**src/rtl/core/swa_pkg.sv**
```systemverilog
// ---------------------------------------------------------------------------
// swa_pkg
// Shared types and constants of the sliding window average core.
// ---------------------------------------------------------------------------
package swa_pkg;

   localparam int MAX_WINDOW   = 256;
   localparam int SAMPLE_BITS  = 32;
   localparam int AVG_BITS     = 32;
   localparam int LEN_BITS     = 9;
   localparam int PTR_BITS     = $clog2(MAX_WINDOW);
   localparam int CNT_BITS     = PTR_BITS + 1;
   localparam int SUM_BITS     = SAMPLE_BITS + PTR_BITS;
   localparam int DIV_CNT_BITS = $clog2(SUM_BITS + 1);
   localparam int QUEUE_DEPTH  = 2;
   localparam int QPTR_BITS    = $clog2(QUEUE_DEPTH);
   localparam int QCNT_BITS    = $clog2(QUEUE_DEPTH + 1);

   localparam logic [LEN_BITS-1:0] LEN_RESET = LEN_BITS'(20);

   typedef struct packed {
      logic [SUM_BITS-1:0] sum;
      logic [CNT_BITS-1:0] period;
   } swa_job_type;

   typedef enum logic {
      FRONT_IDLE,
      FRONT_UPDATE
   } swa_front_state_type;

   typedef enum logic [1:0] {
      DIV_IDLE,
      DIV_RUN,
      DIV_DONE
   } swa_div_state_type;

endpackage

```
**src/rtl/core/swa_divider.sv**
```systemverilog
// ---------------------------------------------------------------------------
// swa_divider
// Bit-serial restoring divider: window sum over period, one quotient bit
// per cycle, with a registered result stage on the output channel.
// ---------------------------------------------------------------------------
module swa_divider import swa_pkg::*; (
   input  logic                clock,
   input  logic                reset,
   input  logic                queue_empty,
   input  swa_job_type         job,
   output logic                pop,
   output logic                rsp_valid,
   input  logic                rsp_stall,
   output logic [AVG_BITS-1:0] rsp_average
);

   swa_div_state_type       state_ff, state_in;
   logic [CNT_BITS-1:0]     rem_ff, rem_in;
   logic [SUM_BITS-1:0]     quo_ff, quo_in;
   logic [CNT_BITS-1:0]     div_ff, div_in;
   logic [DIV_CNT_BITS-1:0] cnt_ff, cnt_in;
   logic                    valid_ff, valid_in;
   logic [AVG_BITS-1:0]     avg_ff, avg_in;
   logic [CNT_BITS-1:0]     rem_shift;
   logic                    load;

   assign rsp_valid   = valid_ff;
   assign rsp_average = avg_ff;
   // remainder stays below divisor, so its top bit is always clear
   assign rem_shift   = {rem_ff[CNT_BITS-2:0], quo_ff[SUM_BITS-1]};

   always_comb begin
      state_in = state_ff;
      rem_in   = rem_ff;
      quo_in   = quo_ff;
      div_in   = div_ff;
      cnt_in   = cnt_ff;
      avg_in   = avg_ff;
      valid_in = valid_ff;
      pop      = 1'b0;
      load     = 1'b0;
      if (valid_ff && !rsp_stall) begin
         valid_in = 1'b0;
      end
      unique case (state_ff)
         DIV_IDLE: begin
            if (!queue_empty) begin
               pop      = 1'b1;
               rem_in   = '0;
               quo_in   = job.sum;
               div_in   = job.period;
               cnt_in   = '0;
               state_in = DIV_RUN;
            end
         end
         DIV_RUN: begin
            if (rem_shift >= div_ff) begin
               rem_in = rem_shift - div_ff;
               quo_in = {quo_ff[SUM_BITS-2:0], 1'b1};
            end else begin
               rem_in = rem_shift;
               quo_in = {quo_ff[SUM_BITS-2:0], 1'b0};
            end
            cnt_in = cnt_ff + DIV_CNT_BITS'(1);
            if (cnt_ff == DIV_CNT_BITS'(SUM_BITS - 1)) begin
               state_in = DIV_DONE;
            end
         end
         DIV_DONE: begin
            if (!valid_ff || !rsp_stall) begin
               load     = 1'b1;
               avg_in   = quo_ff[AVG_BITS-1:0];
               valid_in = 1'b1;
               state_in = DIV_IDLE;
            end
         end
         default: begin
            state_in = DIV_IDLE;
         end
      endcase
   end

   always_ff @(posedge clock) begin
      if (reset) begin
         state_ff <= DIV_IDLE;
         valid_ff <= 1'b0;
      end else begin
         state_ff <= state_in;
         valid_ff <= valid_in;
      end
   end

   always_ff @(posedge clock) begin
      rem_ff <= rem_in;
      quo_ff <= quo_in;
      div_ff <= div_in;
      cnt_ff <= cnt_in;
      avg_ff <= avg_in;
   end

   a_div_nonzero: assert property (@(posedge clock) disable iff (reset)
      (state_ff == DIV_RUN) |-> (div_ff != '0))
      else $error("divide by zero");

   a_rem_below_div: assert property (@(posedge clock) disable iff (reset)
      (state_ff == DIV_RUN) |-> (rem_ff < div_ff))
      else $error("remainder not below divisor");

   a_quotient_fits: assert property (@(posedge clock) disable iff (reset)
      (state_ff == DIV_DONE) |-> (quo_ff[SUM_BITS-1:AVG_BITS] == '0))
      else $error("average overflows output width");

   a_load_sets_valid: assert property (@(posedge clock) disable iff (reset)
      load |=> (valid_ff && state_ff == DIV_IDLE))
      else $error("result not presented after load");

endmodule
```
**config.mk**
```make
export PLATFORM = sky130hd
export DESIGN_NAME = swa_divider
export DESIGN_NICKNAME = d
export VERILOG_FILES = /design/src/rtl/core/swa_pkg.sv /design/src/rtl/core/swa_divider.sv
export SDC_FILE = /design/constraint.sdc
export NUM_CORES = 1
export LEC_CHECK = 0
export BUFFER_PORTS_ARGS = -buffer_cell sky130_fd_sc_hd__buf_4
export CELL_PAD_IN_SITES_DETAIL_PLACEMENT = 1
export CELL_PAD_IN_SITES_GLOBAL_PLACEMENT = 1
export CORE_MARGIN = 5
export CORE_UTILIZATION = 46
export DETAILED_ROUTE_END_ITERATION = 8
export GPL_TIMING_DRIVEN = 1
export PLACE_DENSITY = 0.91
export SYNTH_ARGS = -nofsm -noshare
export SYNTH_HDL_FRONTEND = slang
export SYNTH_SLANG_ARGS = --single-unit
```
**constraint.sdc**
```tcl
create_clock -name clock -period 10.55 [get_ports clock]
set_input_delay 2.11 -clock clock [delete_from_list [all_inputs] [get_ports clock]]
set_output_delay 2.11 -clock clock [all_outputs]
set_load 0.005 [all_outputs]
```
==> results.md <==
GRT:
- The number of global-route vias before repair is 3,177.
- The global-route wire length before repair is 16.1 mm.
- The largest net degree at the start of global routing is 55.
- The number of antenna violations at the first check in global routing came to 0.
- After global routing the overflow that remains totals 0.
- The global-route total usage across every layer is 0.186.

Setup path:
- STA classifies the critical path endpoint as a primary output.
- For the worst setup path, the data required time is 8.44 ns.
- The worst setup path is of the input pin to primary output kind.
- The kind of start point of the critical path is an input pin.
- The largest driver fanout on the critical path is 10.
- The source of the worst register-to-register timing path is rem_ff[2]$_SDFFCE_PN0P_.
- In this design, the stage delay of the slowest critical-path cell is 0.23 ns.
- The launching element of the worst setup path is queue_empty.
- Traced cell by cell, the critical path runs through buf_4, nor3_1, buf_4, buf_4.
- The slowest library cell on the worst path is sky130_fd_sc_hd__buf_4.
- The most numerous cell type found on the critical path is sky130_fd_sc_hd__buf_4.
- The worst endpoint data arrival time is 2.75 ns.

CTS:
- For the worst-skew pair, the clock arrives at the later sink with an insertion delay of 0.36 ns.
- The H-tree was split into 3 levels.
- The hold-fix buffer count after cts is 0.
- The clock drives 98 sinks.
- TritonCTS built the clock tree.
- The root buffer cell chosen for the clock tree is sky130_fd_sc_hd__clkbuf_8.
- After clock tree synthesis, the repair step resized 0 gates.
- No sink is reached through more buffers than the 2 on the longest clock path.
- Clock-pin slew was measured on the worst setup and hold paths at approximately 0.11 ns.
- The number of buffers inserted by post-CTS setup repair is 0.
- TritonCTS created 9 clock buffers.

STA:
- Setup repair after global routing left no endpoint under its margin.
- The number of failing setup endpoints in the final timing report is 0.
- The transition time of the tightest slew-check pin is between 1 and 1.5 ns.
- The final critical delay including setup and external delays is a little under 5 ns.
- The final cycle utilization of the critical path is 0.460.
- The number of max-slew violations in the final report is 0.
- Adding up every negative setup slack in the final design gives 0 ns.
- The worst hold slack across all endpoints is 0.460 ns.
- For the final database, setup skew stands at about 0.012 ns.
- The maximum frequency from static timing analysis is 0.206 GHz.
- The relative max-transition margin is 0.283.
- The number of hold violations in the final report is 0.

Placed design:
- The number of buffer cells added on primary ports is between 80 and 90.
- The detailed placement HPWL is 7.51 mm.
- At the end of routability-driven placement, the weighted congestion stood at 0.764.
- Counting tap cells, the placed design contains a total of 529 instances.

Layout:
- The post-route non-filler standard cell count is 545.
- Of the cells placed in the final design, the portion with a size suffix greater than 1 is 0.265.
- The number of nets in the layout is 496.
- Fill cells in the final layout number around 950.
- The number of antenna cells inserted is 0.
- From synthesis to final layout, the design area changed by 23.2%.

Run status:
- The flow ran to the end, and the final reports show no timing, DRC or antenna violations.

Routing:
- The via count normalized by instance count is around 5.2.
- After detailed routing, the average wire length per cell comes to 18.7 um.
- The remaining routing DRC violations is 0.
- The final routed wirelength across all metal layers is 10.2 mm.
- For this run, the detailed router's first-pass iteration total came to 4.
- The routed layout has 2,861 vias.
- The detailed router finished its first iteration with 81 violations.
- The number of antenna-violating nets in the routed design is 0.

Power:
- Summing internal, switching and leakage power gives around 0.82 mW.
- VDD sags by at most 0.0955 mV.
- For this design the static power due to leakage is 2.14 nW.
- The power density normalized to cell area is 159 nW/um2.

Floorplan:
- The number of top-level design ports is 87.
- From left edge to right edge, the die measures 105 um.
- The floorplan has 34 rows.
- The die covers 11,100 um2.
- In this run the standard cell core region covers 8810 um2.
- The starting density of the core is 0.475.
- The vertical die dimension is about 110 um.

Synthesis:
- The number of nets handed over by synthesis was 408.
- The mean post-synth cell area is 12.2 um2.
- The number of register bits inferred by synthesis is 98.
- The count of warnings emitted by yosys is 0.
- The number of instances in the synthesized netlist is 344.
- After synthesis the cells add up to between 4000 and 5000 um2.
- For this run, the register share of the synthesized area comes to 0.696.
- The unique cell type count in the Yosys netlist is 43.

Flow run:
- The reported max-cap violation count is 0.

Min path:
- The worst hold path begins at quo_ff[11]$_DFFE_PP_.
- The worst hold-check path type is register to register.
## per-stage QoR
step                worst slack (ns)  utilization  area, um2
global route                    5.65        0.586       5160
CTS                             5.69        0.586       5160
finish                          5.69        0.586       5160
floorplan                       5.30            -       4190
detailed placement              5.69        0.565       4970
global placement                5.71        0.565       4970
## synthesized netlist by cell type
cell type	number	share of area
sky130_fd_sc_hd__inv_1	13	0.012
sky130_fd_sc_hd__and2_1	1	0.0015
sky130_fd_sc_hd__a211oi_1	2	0.0036
sky130_fd_sc_hd__fa_1	1	0.0048
sky130_fd_sc_hd__a31oi_1	4	0.0060
sky130_fd_sc_hd__nand2_2	1	0.0015
sky130_fd_sc_hd__xor2_1	2	0.0042
sky130_fd_sc_hd__buf_2	1	0.0012
sky130_fd_sc_hd__o22ai_1	1	0.0015
sky130_fd_sc_hd__o21a_2	1	0.0021
sky130_fd_sc_hd__nand4_1	2	0.0030
sky130_fd_sc_hd__dfxtp_1	3	0.014
sky130_fd_sc_hd__ha_1	10	0.030
sky130_fd_sc_hd__a21boi_0	1	0.0018
sky130_fd_sc_hd__o21ai_4	1	0.0039
sky130_fd_sc_hd__nand3_1	8	0.0096
sky130_fd_sc_hd__o211ai_1	2	0.0036
sky130_fd_sc_hd__and3b_1	1	0.0021
sky130_fd_sc_hd__and3_1	2	0.0030
sky130_fd_sc_hd__o22a_1	1	0.0021
sky130_fd_sc_hd__a21oi_4	1	0.0039
sky130_fd_sc_hd__a211oi_2	2	0.0060
sky130_fd_sc_hd__a31oi_4	1	0.0051
sky130_fd_sc_hd__or3_1	1	0.0015
sky130_fd_sc_hd__nor2b_1	3	0.0045
sky130_fd_sc_hd__a21bo_4	1	0.0039
sky130_fd_sc_hd__a31o_2	1	0.0021
sky130_fd_sc_hd__nor2_1	15	0.013
sky130_fd_sc_hd__clkbuf_1	10	0.0090
sky130_fd_sc_hd__o21a_1	1	0.0018
sky130_fd_sc_hd__nor3_1	3	0.0036
sky130_fd_sc_hd__a2111oi_0	1	0.0021
sky130_fd_sc_hd__o31a_1	1	0.0021
sky130_fd_sc_hd__a21oi_1	12	0.014
sky130_fd_sc_hd__xnor2_1	3	0.0063
sky130_fd_sc_hd__o311ai_0	1	0.0021
sky130_fd_sc_hd__nand2b_1	2	0.0030
sky130_fd_sc_hd__edfxtp_1	95	0.68
sky130_fd_sc_hd__a21o_1	1	0.0018
sky130_fd_sc_hd__o31ai_1	1	0.0018
sky130_fd_sc_hd__o21ai_0	6	0.0072
sky130_fd_sc_hd__nor3b_1	1	0.0018
sky130_fd_sc_hd__nand2_1	123	0.11
## report_power, final
part           switching (mW)  internal, mW
combinational          0.0668        0.0472
sequential             0.0158         0.462
clock                   0.139        0.0908
## final timing paths
| check | endpoint | slack, ns | depth (start not counted) |
|---|---|---|---|
| hold / removal | rsp_average[11]$_DFFE_PP_ | 0.46 | 0 |
| hold reg to reg | rsp_average[11]$_DFFE_PP_ | 0.46 | 0 |
| setup / recovery | pop | 5.69 | 4 |
| setup reg to reg | rem_ff[1]$_SDFFCE_PN0P_ | 8.41 | 6 |
## state kept, by name (all words and copies together) (netlist names)
register and flops:
quo_ff 40, state_ff 2, rsp_average 32, rem_ff 8
cnt_ff 6, div_ff 9, rsp_valid 1
## layout make-up
type	count	area [um2]	share of cell area
Sequential cell	98	2910	0.565
Inverter	13	48.8	0.00946
Timing Repair Buffer	88	661	0.128
Clock buffer	9	124	0.0240
Multi-Input combinational cell	222	1210	0.236
Tap cell	108	135	0.0262
Clock inverter	7	61.3	0.0119
## layout by cell type, fill, tap and decap left out, drive strengths merged, types with 2 or more instances in the layout
| cell | n |
|---|---|
| nand2 | 124 |
| edfxtp | 95 |
| buf | 88 |
| inv | 17 |
| nor2 | 15 |
| a21oi | 13 |
| ha | 10 |
| clkbuf | 9 |
| nand3 | 8 |
| o21ai | 7 |
| a31oi | 5 |
| a211oi | 4 |
| nor3 | 3 |
| xnor2 | 3 |
| nor2b | 3 |
| dfxtp | 3 |
| and3 | 2 |
| nand4 | 2 |
| xor2 | 2 |
| o211ai | 2 |
| clkinvlp | 2 |
| nand2b | 2 |
| o21a | 2 |
## routing by layer
layer | vias to the layer above | part of all wire | global-route usage
met1 | 1384 | 0.39 | 0.214
met2 | 71 | 0.54 | 0.334
met3 | 18 | 0.039 | 0.0342
met4 | 0 | 0.026 | 0.0862
met5 | - | 0 | 0
li1 | 1388 | - | -
## critical path: cells and delay by family
kind / cells / cell delay [ns]
simple gates: 1 / 0.13
buf+inv: 3 / 0.50
## logic make-up after synthesis
| group | count (synthesis) | share of synthesized area |
|---|---|---|
| compound gates | 43 | 0.0786 |
| xor+xnor | 5 | 0.0105 |
| fa+ha+maj | 11 | 0.0347 |
| buf+inv | 24 | 0.0218 |
| flops | 98 | 0.696 |
| simple gates | 163 | 0.159 |
Power figures use the tool's default switching activity.
