==> src/rtl/core/swa_pkg.sv <==
// ---------------------------------------------------------------------------
// swa_pkg
// Shared types and constants of the sliding window average core.
// ---------------------------------------------------------------------------
package swa_pkg;

   localparam int MAX_WINDOW   = 256;
   localparam int SAMPLE_BITS  = 32;
   localparam int AVG_BITS     = 32;
   localparam int LEN_BITS     = 9;
   localparam int PTR_BITS     = $clog2(MAX_WINDOW);
   localparam int CNT_BITS     = PTR_BITS + 1;
   localparam int SUM_BITS     = SAMPLE_BITS + PTR_BITS;
   localparam int DIV_CNT_BITS = $clog2(SUM_BITS + 1);
   localparam int QUEUE_DEPTH  = 2;
   localparam int QPTR_BITS    = $clog2(QUEUE_DEPTH);
   localparam int QCNT_BITS    = $clog2(QUEUE_DEPTH + 1);

   localparam logic [LEN_BITS-1:0] LEN_RESET = LEN_BITS'(20);

   typedef struct packed {
      logic [SUM_BITS-1:0] sum;
      logic [CNT_BITS-1:0] period;
   } swa_job_type;

   typedef enum logic {
      FRONT_IDLE,
      FRONT_UPDATE
   } swa_front_state_type;

   typedef enum logic [1:0] {
      DIV_IDLE,
      DIV_RUN,
      DIV_DONE
   } swa_div_state_type;

endpackage

==> src/rtl/core/swa_queue.sv <==
// ---------------------------------------------------------------------------
// swa_queue
// Short job queue between the window front end and the divider.
// ---------------------------------------------------------------------------
module swa_queue import swa_pkg::*; (
   input  logic        clock,
   input  logic        reset,
   input  logic        push_valid,
   input  swa_job_type push_data,
   output logic        full,
   input  logic        pop,
   output swa_job_type pop_data,
   output logic        empty
);

   swa_job_type          entry_ff [QUEUE_DEPTH];
   logic [QPTR_BITS-1:0] head_ff, head_in;
   logic [QPTR_BITS-1:0] tail_ff, tail_in;
   logic [QCNT_BITS-1:0] count_ff, count_in;

   assign full     = (count_ff == QCNT_BITS'(QUEUE_DEPTH));
   assign empty    = (count_ff == '0);
   assign pop_data = entry_ff[head_ff];

   always_comb begin
      head_in  = head_ff;
      tail_in  = tail_ff;
      count_in = count_ff;
      if (push_valid) begin
         tail_in = (tail_ff == QPTR_BITS'(QUEUE_DEPTH - 1)) ? '0 : tail_ff + QPTR_BITS'(1);
      end
      if (pop) begin
         head_in = (head_ff == QPTR_BITS'(QUEUE_DEPTH - 1)) ? '0 : head_ff + QPTR_BITS'(1);
      end
      case ({push_valid, pop})
         2'b10:   count_in = count_ff + QCNT_BITS'(1);
         2'b01:   count_in = count_ff - QCNT_BITS'(1);
         default: count_in = count_ff;
      endcase
   end

   always_ff @(posedge clock) begin
      if (reset) begin
         head_ff  <= '0;
         tail_ff  <= '0;
         count_ff <= '0;
      end else begin
         head_ff  <= head_in;
         tail_ff  <= tail_in;
         count_ff <= count_in;
      end
   end

   always_ff @(posedge clock) begin
      if (push_valid) begin
         entry_ff[tail_ff] <= push_data;
      end
   end

   a_no_overflow: assert property (@(posedge clock) disable iff (reset)
      (push_valid && !pop) |-> !full)
      else $error("queue overflow");

   a_no_underflow: assert property (@(posedge clock) disable iff (reset)
      pop |-> !empty)
      else $error("queue underflow");

   a_count_track: assert property (@(posedge clock) disable iff (reset)
      (push_valid && !pop) |=> (count_ff == $past(count_ff) + QCNT_BITS'(1)))
      else $error("queue count mismatch");

endmodule

==> config.mk <==
export PLATFORM = sky130hd
export DESIGN_NAME = swa_queue
export DESIGN_NICKNAME = d
export VERILOG_FILES = /design/src/rtl/core/swa_pkg.sv /design/src/rtl/core/swa_queue.sv
export SDC_FILE = /design/constraint.sdc
export NUM_CORES = 1
export LEC_CHECK = 0
export BUFFER_PORTS_ARGS = -buffer_cell sky130_fd_sc_hd__buf_2
export CAP_MARGIN = 10
export CORE_ASPECT_RATIO = 0.8
export CORE_UTILIZATION = 40
export DETAILED_ROUTE_END_ITERATION = 7
export GPL_TIMING_DRIVEN = 1
export RECOVER_POWER = 25
export SYNTH_ARGS = -nofsm -noshare
export SYNTH_HDL_FRONTEND = slang
export SYNTH_SLANG_ARGS = --single-unit
==> constraint.sdc <==
create_clock -name clock -period 4.7 [get_ports clock]
set_clock_uncertainty 0.2 [all_clocks]
set_input_delay 0.705 -clock clock [delete_from_list [all_inputs] [get_ports clock]]
set_output_delay 0.705 -clock clock [all_outputs]
set_load 0.01 [all_outputs]
==> results of run 1 <==
flip-flops by register name (all words and copies together), names as in the netlist, named ones only:
name      count
entry_ff     98
count_ff      2
head_ff       1
tail_ff       1
routing by layer:
layer | track usage [%] | wire (um) | vias up
li1 | - | - | 902
met1 | 16.1 | 2720 | 923
met2 | 21.4 | 2830 | 78
met3 | 6.77 | 659 | 8
met4 | 4.00 | 51 | 0
met5 | 0 | 0 | -
cells by family (layout without fill, tap and decap cells):
logic type                 Yosys count  after routing  synth area share (%)
and+or+nand+nor                      9              9                  1.17
other                                0              1                     0
xor gates and xnor gates             4              4                 0.939
DFF                                103            103                  81.6
adders and majority gates            1              1                 0.335
AOI/OAI and AO/OA                    2              2                 0.268
buffers and inverters                6            121                 0.905
muxes                               49             49                  14.8
Yosys cell counts, drive strengths merged:
cell type and count:
ha 1, edfxtp 98, o21ai 1, a21oi 1
or3 1, and2b 1, and2 1, buf 5
mux2 49, xnor2 3, nor2 6, dfxtp 5
xor2 1, inv 1
final cells by class:
cell class                 instances  area, um^2  share of cell area (%)
timing repair buffer             107         538                    11.4
tap                              115         144                    3.05
multi-input combinational         65         662                    14.0
inverter                           1        3.75                  0.0796
clock buffer                       9         225                    4.77
clock inverter                     4        97.6                    2.07
antenna                            1        2.50                  0.0531
sequential                       103        3040                    64.5
through the flow:
stage	total power, W	setup WS [ns]
2_1_floorplan	0.00123	1.22
3_3_place_gp	0.00132	2.01
3_5_place_dp	0.00133	2.01
4_1_cts	0.00214	1.64
5_1_grt	0.00220	1.58
6_report	0.00211	1.72
worst min path at each step:
stage | to | slack, ns
after floorplan | count_ff[1]$_SDFFE_PP0P_ | 0.26
after detailed placement | count_ff[1]$_SDFFE_PP0P_ | 0.31
after global routing | entry_ff[1][20]$_DFFE_PP_ | 0.34
final | register | 0.32
after global placement | count_ff[1]$_SDFFE_PP0P_ | 0.29
after CTS | count_ff[1]$_SDFFE_PP0P_ | 0.32
report_power, final:
part,switching [W],internal [W]
logic,0.000105,0.000104
clock network,0.000295,0.000511
registers,0.0000236,0.00107
total,0.000424,0.00168
worst reg2reg max path: cells and delay by family, from the launching register on:
kind          cells  cell delay (ns)
simple gates      1             0.73
buf+inv           1             0.39
flops             1             0.40
==> results.md, run 1 <==
- The run finished with clean final reports.
- The number of search-and-repair iterations in the first detailed-routing pass is 4.
- The number of buffers inserted during clock tree synthesis is 9.
- The data arrival at the endpoint of the critical path is 2.08 ns.
- The most common cell after layout, fill and taps aside is sky130_fd_sc_hd__edfxtp_1.
- The depth of the critical timing path with buffers and inverters included is 3.
- The share of layout cells above drive strength 1 is 57.8%.
- In this run the horizontal extent of the chip is 110 um.
- Summed over all layers, the routed wires come to 6270 um.
- The initial antenna violation count was 1.
- The smallest clock period supported by the final layout is computed as 2.98 ns.
- The critical path is of the reg2out type.
- The number of filler instances in the final layout is 766.
- Grouping stages by cell kind, the critical path spends the most delay in flip-flops.
- Sequential cells were found to cover 81.6% of the synthesized design area.
- The post-route antenna net violation count is 0.
- The final net count is 341.
- The max-slew violation count was 0.
- The kind of end point of the critical path is a primary output.
- The post-synthesis net count is 228.
- The share of the cycle needed by the critical path after routing is 63.5%.
- The combined global-route utilization of all metal layers is 13.4%.
- Using the TritonRoute via totals, the vias-per-cell ratio works out to 4.72.
- The buffer and inverter count on the worst path is 2.
- On the final layout, the worst hold slack is 0.316 ns.
- The via count of the first global-routing pass is 1,918.
- In this run the most critical hold path is launched from head_ff$_SDFFE_PP0P_.
- The final routed DRC violation total is 0.
- The area of all placed cells without fillers is 0.00472 mm^2.
- In this run the cell area measured after placement is 0.00440 mm^2.
- The number of cells on the worst reg-to-reg path is 2.
- The pin count of the biggest net entering global routing is 34.
- The final core utilization is 52.2%.
- The tool flagged a number of max-cap violations equal to 0.
- The area share of the largest cell type after synthesis is 78.9%.
- The highest achievable clock rate is 335 MHz.
- Counting instances, the worst hold path has a depth of 2.
- The hold-fix buffer count after cts is 0.
- The number of buffers added on ports is 103.
- Once the floorplan was initialized, standard cells occupied 41.3% of the core.
- Setup slack on the worst reg-to-reg path comes out at 2.66 ns.
- The boundary pin count is 104.
- TritonCTS built the clock tree.
- The final sum of negative setup slack is 0 ns.
- The congestion estimate from routability-driven global placement came to 0.673.
- The total grt overflow is 0.
- The number of hold violations in the final report is 0.
- The final standard cell count with taps included and fillers excluded is 405.
- Yosys attributes the largest share of cell area to sky130_fd_sc_hd__edfxtp_1 (79%), sky130_fd_sc_hd__mux2_2 (15%), sky130_fd_sc_hd__dfxtp_1 (2.7%).
- Compared with the post-synthesis result, the final layout area differs by 26.5%.
- The first global-routing pass estimated 9360 um of wire.
- The actual transition at the worst max-transition pin is 0.940 ns.
- The average wire length per cell after detail routing is 15.5 um.
- In this run the number of H-tree levels came out at 3.
- The total number of vias is 1,911.
- The worst setup path is launched from a register.
- The number of instances in the synthesized netlist is 174.
- Including well taps, the total number of placed cells is 391.
- The mean cell area of the mapped netlist is 21.4 um^2.
- The largest fanout on the critical path is 29.
- For this design, the sink count on the clock tree is 103.
- For this design the ratio of total power to cell area is 447 mW/mm^2.
- After synthesis, the netlist uses 15 different library cells.
- Setup repair after global routing left no endpoint under its margin.
- The most critical setup path has its endpoint at pop_data[1].
- The standard cell with the maximum stage delay on the critical path is sky130_fd_sc_hd__dfxtp_2.
- In the layout the commonest cells are sky130_fd_sc_hd__edfxtp_1 (98), sky130_fd_sc_hd__buf_2 (97), sky130_fd_sc_hd__mux2_2 (49).
- IR analysis of the VDD net gives a maximum drop of 0.000255 V.
- The number of setup buffers added after CTS is 0.
- The cell type contributing the most total cell area after synthesis is sky130_fd_sc_hd__edfxtp_1.
- The later pin in the worst-skew pair is clocked with a latency of 0.32 ns.
- For this block, the initial DRC count from the detailed router was 60.
- The clock passes through at most 2 buffers.
- The worst register-to-register path ends at entry_ff[1][5]$_DFFE_PP_.
- The synthesis-stage register bit count is 103.
- The core region area is 0.00904 mm^2.
- The worst register-to-register path begins at tail_ff$_SDFFE_PP0P_.
- Post-CTS repair changed the size of 0 cells.
- In this design, the stage delay of the slowest critical-path cell is 0.80 ns.
- Headroom to the max-slew limit came out at 37.2%.
- The y dimension of the die is 88.4 um.
- The kind of path behind the tightest hold check is reg2reg.
- Summed over all cells, the static leakage comes to 1.76 nW.
- Walking the worst path, the cells encountered are buf_4, mux2_2, buf_2.
- The die outline area is 0.00972 mm^2.
- The total of endpoints with negative setup slack in the final report is 0.
- The tree is rooted in a sky130_fd_sc_hd__clkbuf_16.
- Once detailed placement completed, the half-perimeter wirelength came to 4160 um.
- The count of synthesis-stage warnings from yosys is 0.
- STA puts the critical path data required time at 3.80 ns.
- Summing every instance area after synthesis gives 0.00373 mm^2.
- The number of placement rows is 31.
- The CTS clock-pin slew for the worst setup and hold paths is 0.06 ns.
(Power assumes the default switching activity.)
==> run 2, diff against run 1 <==
--- a/config.mk
+++ b/config.mk
@@ -11,6 +11,7 @@
 export CORE_UTILIZATION = 40
 export DETAILED_ROUTE_END_ITERATION = 7
 export GPL_TIMING_DRIVEN = 1
+export PLACE_DENSITY = 0.66
 export RECOVER_POWER = 25
 export SYNTH_ARGS = -nofsm -noshare
 export SYNTH_HDL_FRONTEND = slang
==> constraint.sdc (replaced) <==
create_clock -name clock -period 2.7 [get_ports clock]
set_clock_uncertainty 0.2 [all_clocks]
set_input_delay 0.405 -clock clock [delete_from_list [all_inputs] [get_ports clock]]
set_output_delay 0.405 -clock clock [all_outputs]
set_load 0.01 [all_outputs]
==> results.md, run 2 (synthesis results as in run 1) <==
- The register with the most flip-flops in the layout has 98 of them.
- The actual transition at the worst max-transition pin is 0.288 ns.
- After clock tree synthesis, the clock-pin slew on the worst setup and hold paths is 0.06 ns.
- The number of hold violations in the final report is 0.
- The first global-routing pass estimated 9180 um of wire.
- Combinational logic burns 10.8% of the power.
- The clock latency of the later-clocked register in the worst-skew pair is 0.33 ns.
- The run finished with clean final reports.
- The hold-fix buffer count after cts is 0.
- The max-slew violation count came to 0.
- In this run the tool buffered the top-level ports with 103 buffer cells.
- The final antenna diode count is 0.
- The via count of the first global-routing pass came to 1,936.
- For this run, the detailed router's first-pass iteration total came to 4.
- Internal power comes to 0.00280 W.
- The worst setup path is of the reg2out kind.
- Net switching is 21.1% of the power.
- The die outline area is 0.00972 mm^2.
- Measured along the y axis, the die boundary spans 88.4 um.
- The horizontal die dimension is 110 um.
- The highest achievable clock rate is 462 MHz.
- The combined global-route utilization of all metal layers is 13.3%.
- The combined area of the multi-input logic cells is 662 um^2.
- STA puts the critical path data required time at 2.10 ns.
- Counting flops per register, the top entry is entry_ff.
- The data arrival at the endpoint of the critical path is 1.56 ns.
- The clock tree from TritonCTS is done.
- After global routing the overflow that remains totals 0.
- After detailed routing, the number of remaining DRC violations is 0.
- The average wire length per cell after detail routing is 14.9 um.
- For this run, the share of the core covered by cells in the final layout is 52.3%.
- Once the clock tree was built, the setup fixing pass inserted 0 buffers.
- In this run the worst hold path is classified as in2reg.
- The number of clock sinks is 103.
- The switching power of the nets is 0.000750 W.
- The largest fanout on the critical path is 44.
- Routability-driven placement finished with a final weighted congestion of 0.708.
- Using the TritonRoute via totals, the vias-per-cell ratio works out to 4.66.
- Detailed placement ended at an HPWL of 3910 um.
- The area added between synthesis and finish is 26.7%.
- The maximum buffer depth of the clock tree is 2.
- The smallest clock period supported by the final layout is computed as 2.17 ns.
- The post-route antenna net violation count is 0.
- In the final layout, the registers with the most flip-flops are entry_ff: 98 flops, count_ff: 2 flops.
- Setup repair after global routing left no endpoint under its margin.
- Clock tree synthesis inserted a total of 9 buffers.
- The detailed router finished its first iteration with 69 violations.
- The region available for standard cell placement spans 0.00904 mm^2.
- The number of maximum-capacitance constraint violations is 0.
- The top cell types in the final layout, fill and taps aside, are sky130_fd_sc_hd__edfxtp_1 (98), sky130_fd_sc_hd__buf_2 (95), sky130_fd_sc_hd__mux2_2 (49).
- 104 I/O pins were placed.
- The reported leakage power is 1.75 nW.
- The clock root buffer master is sky130_fd_sc_hd__clkbuf_16.
- For this design the ratio of total power to cell area is 750 mW/mm^2.
- The initial antenna violation count is 0.
- The worst pin sits at a relative slew slack of 80.8%.
- Entering global routing, the biggest net connects 50 pins.
- On the final layout, the worst hold slack is 0.0576 ns.
- The worst setup path is launched from a register.
- The worst-case IR drop observed on VDD is 0.000388 V.
- The total number of vias is 1,895.
- The total of endpoints with negative setup slack in the final report is 0.
- After filler insertion, the fill cell instance count of the layout stands at 789.
- The final routed wirelength across all metal layers is 6080 um.
- The number of gates resized after CTS was 0.
- The clock network burns 35.9% of the power.
- The library cell used most frequently in the layout, excluding fill and tap cells, is sky130_fd_sc_hd__edfxtp_1.
- At the end of the flow, the number of nets in the layout was 341.
- After floorplanning, the core was divided into 31 placement rows.
- The CTS H-tree depth is 3.
- The initial cell density of the core is 41.3%.
- The area occupied by registers is 0.00304 mm^2.
- The post-route netlist has 56.8% of its cells at a drive strength greater than 1.
- Dividing the final minimum period by the clock period gives 80.2%.
- Summed over all failing endpoints, the final setup total negative slack is 0 ns.
- The sequential share of power is 53.2%.
- The kind of end point of the critical path is a primary output.
==> run 2: cell types whose count changed in the layout (fill, tap and decap cells not counted), sizes merged <==
cell,previous run,this run
bufinv,3,1
buf,102,99
clkinvlp,1,2
diode,1,0
inv,1,2
clkbuf,14,20
==> run 2: layer usage <==
layer | track usage [%] | vias up | wire length, um
li1 | - | 903 | -
met1 | 14.9 | 916 | 2470
met2 | 22.2 | 68 | 2940
met3 | 6.11 | 8 | 575
met4 | 5.45 | 0 | 86
met5 | 0 | - | 0
==> run 2: per-stage QoR <==
| step | instance area (um^2) | std cells | worst slack, ns | total power [W] |
|---|---|---|---|---|
| global route | 4730 | 407 | 0.456 | 0.00369 |
| global placement | 4440 | 391 | 0.874 | 0.00231 |
| floorplan | 3730 | 174 | 0.367 | 0.00214 |
| finish | 4730 | 407 | 0.534 | 0.00355 |
| detailed placement | 4440 | 391 | 0.876 | 0.00232 |
| CTS | 4740 | 407 | 0.511 | 0.00360 |
==> run 2: final timing paths <==
check                            from                        end  slack (ns)  depth (start not counted)
max                          register               pop_data[37]        0.53                          3
min                     push_data[33]  entry_ff[0][33]$_DFFE_PP_        0.06                          1
max reg2reg      tail_ff$_SDFFE_PP0P_  entry_ff[1][26]$_DFFE_PP_        1.15                          2
min reg2reg  count_ff[1]$_SDFFE_PP0P_   count_ff[1]$_SDFFE_PP0P_        0.32                          2
==> run 2: layout make-up <==
class	instances	share of cell area (%)
Tap cell	115	3.04
Sequential cell	103	64.4
Inverter	1	0.0794
Clock buffer	12	5.21
Clock inverter	4	1.14
Timing Repair Buffer	107	12.1
Multi-Input combinational cell	65	14.0
==> run 2: worst max-delay path, stage by stage (launching register included) <==
cell	delay, ns
sky130_fd_sc_hd__dfxtp_2	0.42
sky130_fd_sc_hd__buf_12	0.28
sky130_fd_sc_hd__mux2_2	0.37
sky130_fd_sc_hd__buf_2	0.15
==> run 2: power by group through the flow <==
stage | clock network (W) | logic [W] | registers (W)
final | 0.00127 | 0.000385 | 0.00189
after global routing | 0.00137 | 0.000425 | 0.00190
after CTS | 0.00131 | 0.000396 | 0.00189
after detailed placement | 0 | 0.000394 | 0.00192
after global placement | 0 | 0.000390 | 0.00192
after floorplan | 0 | 0.000224 | 0.00192
==> run 3, diff against run 2 <==
==> constraint.sdc (replaced) <==
create_clock -name clock -period 1.82 [get_ports clock]
set_clock_uncertainty 0.2 [all_clocks]
set_input_delay 0.273 -clock clock [delete_from_list [all_inputs] [get_ports clock]]
set_output_delay 0.273 -clock clock [all_outputs]
set_load 0.01 [all_outputs]
==> results.md, run 3 (synthesis results as in run 1) <==
- In this run the tool buffered the top-level ports with 103 buffer cells.
- The clock passes through at most 2 buffers.
- Fill cells in the final layout number 726.
- The number of buffers inserted during clock tree synthesis is 9.
- 0 antenna diodes ended up in the layout.
- The met3 capacity usage during global routing is 4.49%.
- The library cells used most frequently in the layout, excluding fill and tap cells, are sky130_fd_sc_hd__edfxtp_1 (98), sky130_fd_sc_hd__buf_2 (79), sky130_fd_sc_hd__dlygate4sd3_1 (50).
- The overall power after layout is 0.00526 W.
- The post-route antenna net violation count is 0.
- The initial antenna violation count is 0.
- The first global-routing pass estimated 9810 um of wire.
- The final net count is 393.
- The peak supply drop is 0.000579 V.
- On the worst path, the slowest cell contributes a delay of 0.37 ns.
- The number of hold violations in the final report was 0.
- Traced cell by cell, the critical path runs through buf_12, mux2_2, buf_2.
- The critical path is of the reg2out type.
- The number of search-and-repair iterations in the first detailed-routing pass is 4.
- The total grt overflow is 0.
- The boundary pin count is 104.
- For this design, the sink count on the clock tree is 103.
- The flip-flop count of the largest register after layout is 98.
- Setup repair after global routing could not meet its margin everywhere.
- The clock root buffer master is sky130_fd_sc_hd__clkbuf_16.
- The placed instances occupy a cell area of 0.00446 mm^2.
- The max-slew violation count was 0.
- The final period demand of the worst path is 1.88 ns.
- The final sum of negative setup slack is -1.61 ns.
- The area added between synthesis and finish is 43.5%.
- The register name with the most flops is entry_ff.
- The floorplan has 31 rows.
- STA puts the critical path data arrival time at 1.41 ns.
- The average wire length per cell after detail routing is 14.6 um.
- The via count of the first global-routing pass was 2,048.
- The path class of the tightest hold or removal check is in2reg.
- The checks that failed: setup timing.
- After detailed routing, the total wire length is 6690 um.
- The placed wire-length estimate after detailed placement is 4080 um.
- The clock latency of the later-clocked register in the worst-skew pair is 0.32 ns.
- The required time at the endpoint of the critical path is 1.35 ns.
- The most common cell after layout, fill and taps aside is sky130_fd_sc_hd__edfxtp_1.
- For this design the static power due to leakage is 2.03 nW.
- The total of endpoints with negative setup slack in the final report is 44.
- The combined global-route utilization of all metal layers is 14.0%.
- The core region area is 0.00904 mm^2.
- The largest fanout on the critical path is 28.
- The met1 capacity usage during global routing is 16.0%.
- The weighted congestion reported at the end of routability-driven placement is 0.675.
- The highest achievable clock rate is 532 MHz.
- The number of placed instances, taps included, is 393.
- The post-route netlist has 47.7% of its cells at a drive strength greater than 1.
- The floorplan step defined a die boundary enclosing 0.00972 mm^2.
- The worst setup path is launched from a register.
- The area of all placed cells without fillers is 0.00535 mm^2.
- The total number of vias is 2,099.
- The setup slack after layout is -0.0584 ns.
- The standard cell with the maximum stage delay on the critical path is sky130_fd_sc_hd__dfxtp_4.
- OpenSTA, run right after detailed placement, puts the worst setup slack at 0.239 ns.
- The pin count of the biggest net entering global routing is 32.
- Measured along the y axis, the die boundary spans 88.4 um.
- TritonCTS built the clock tree.
- For this configuration, the core starts out at a cell density of 41.3%.
- The horizontal die dimension is 110 um.
- The number of cells on the worst reg-to-reg path is 2.
- The largest registers in the layout are entry_ff: 98 flops, count_ff: 2 flops.
- After clock tree synthesis, the clock-pin slew on the worst setup and hold paths is 0.06 ns.
- The worst slew margin relative to its limit is 82.5%.
- The share of the cycle needed by the critical path after routing is 103%.
- Dividing total power by cell area gives a power density of 983 mW/mm^2.
- The fraction of met2 tracks used by global routing is 24.7%.
- The critical path ends at pop_data[47].
- The kind of end point of the critical path is a primary output.
- Across all register-to-register paths, the minimum setup slack is 0.41 ns.
- The run finished, with violations left.
- The actual transition at the worst max-transition pin is 0.263 ns.
- Excluding fillers, the count of instances in the completed layout stands at 459.
- The CTS H-tree depth is 3.
- The worst reg2reg path startpoint is tail_ff$_SDFFE_PP0P_.
- The layer carrying the most global-route usage is met2.
- In the routed layout, each cell is associated on average with a via count of 4.57.
- The endpoint of the most critical register-to-register path is entry_ff[1][30]$_DFFE_PP_.
- The number of maximum-capacitance constraint violations is 0.
- The final routed DRC violation total is 0.
- The initial detailed-routing violation count is 51.
## run 3: changes by cell type in the layout (fill, tap and decap cells not counted), moves of 2 or more
cell	delta
sky130_fd_sc_hd__mux2_2	-14
sky130_fd_sc_hd__clkinvlp_4	-2
sky130_fd_sc_hd__dlygate4sd3_1	+50
sky130_fd_sc_hd__buf_2	-16
sky130_fd_sc_hd__clkinv_1	+3
sky130_fd_sc_hd__buf_6	+12
sky130_fd_sc_hd__inv_6	+2
sky130_fd_sc_hd__mux2_4	+14
## run 3: how the worst min path moves through the flow
stage / start / endpoint / slack (ns) / cells after the start
after global placement: push_data[46] / entry_ff[0][46]$_DFFE_PP_ / 0.26 / 1
final: pop / head_ff$_SDFFE_PP0P_ / 0.04 / 3
after CTS: push_valid / tail_ff$_SDFFE_PP0P_ / 0.03 / 3
after global routing: push_valid / tail_ff$_SDFFE_PP0P_ / 0.04 / 3
after floorplan: reset / count_ff[1]$_SDFFE_PP0P_ / 0.14 / 1
after detailed placement: push_data[27] / entry_ff[1][27]$_DFFE_PP_ / 0.26 / 1
## run 3: stage by stage
| stage | hold WS (ns) | util [%] |
|---|---|---|
| after floorplan | 0.142 | - |
| after global placement | 0.260 | 49.4 |
| after detailed placement | 0.264 | 49.4 |
| after CTS | 0.0297 | 59.0 |
| after global routing | 0.0405 | 59.2 |
| final | 0.0385 | 59.2 |
## run 3: area by class of cell
cell class	count	area, um^2	share of cell area [%]
Clock buffer	9	225	4.21
Clock inverter	7	46.3	0.865
Inverter	1	3.75	0.0701
Multi-Input combinational cell	65	714	13.3
Sequential cell	103	3050	56.9
Tap cell	115	144	2.69
Timing Repair Buffer	159	1170	21.9
## run 3: power breakdown
part	switching (W)	internal, W
sequential	0.0000423	0.00276
clock	0.000789	0.000930
combinational	0.000329	0.000414
total	0.00116	0.00410
## run 3: critical path: cells and delay by family, from the launching register on
kind,cells,cell delay (ns)
muxes,1,0.37
DFF,1,0.37
buffers and inverters,2,0.34
## run 3: layer usage
layer	up-vias	wire [um]	part of all wire (%)
met5	-	0	0
met2	66	3370	50
met1	1010	2880	43
met3	11	345	5.2
li1	1012	-	-
met4	0	96	1.4
## run 3: what timing repair did
action / in CTS / in global routing
setup buffers: 0 / 0
gates resized for setup: 19 / 8
cloned: 0 / 0
pin swaps: 0 / 0
endpoints found under the hold margin: 103 / 0
endpoints found under the setup margin: 49 / 49
hold buffers: 50 / 0
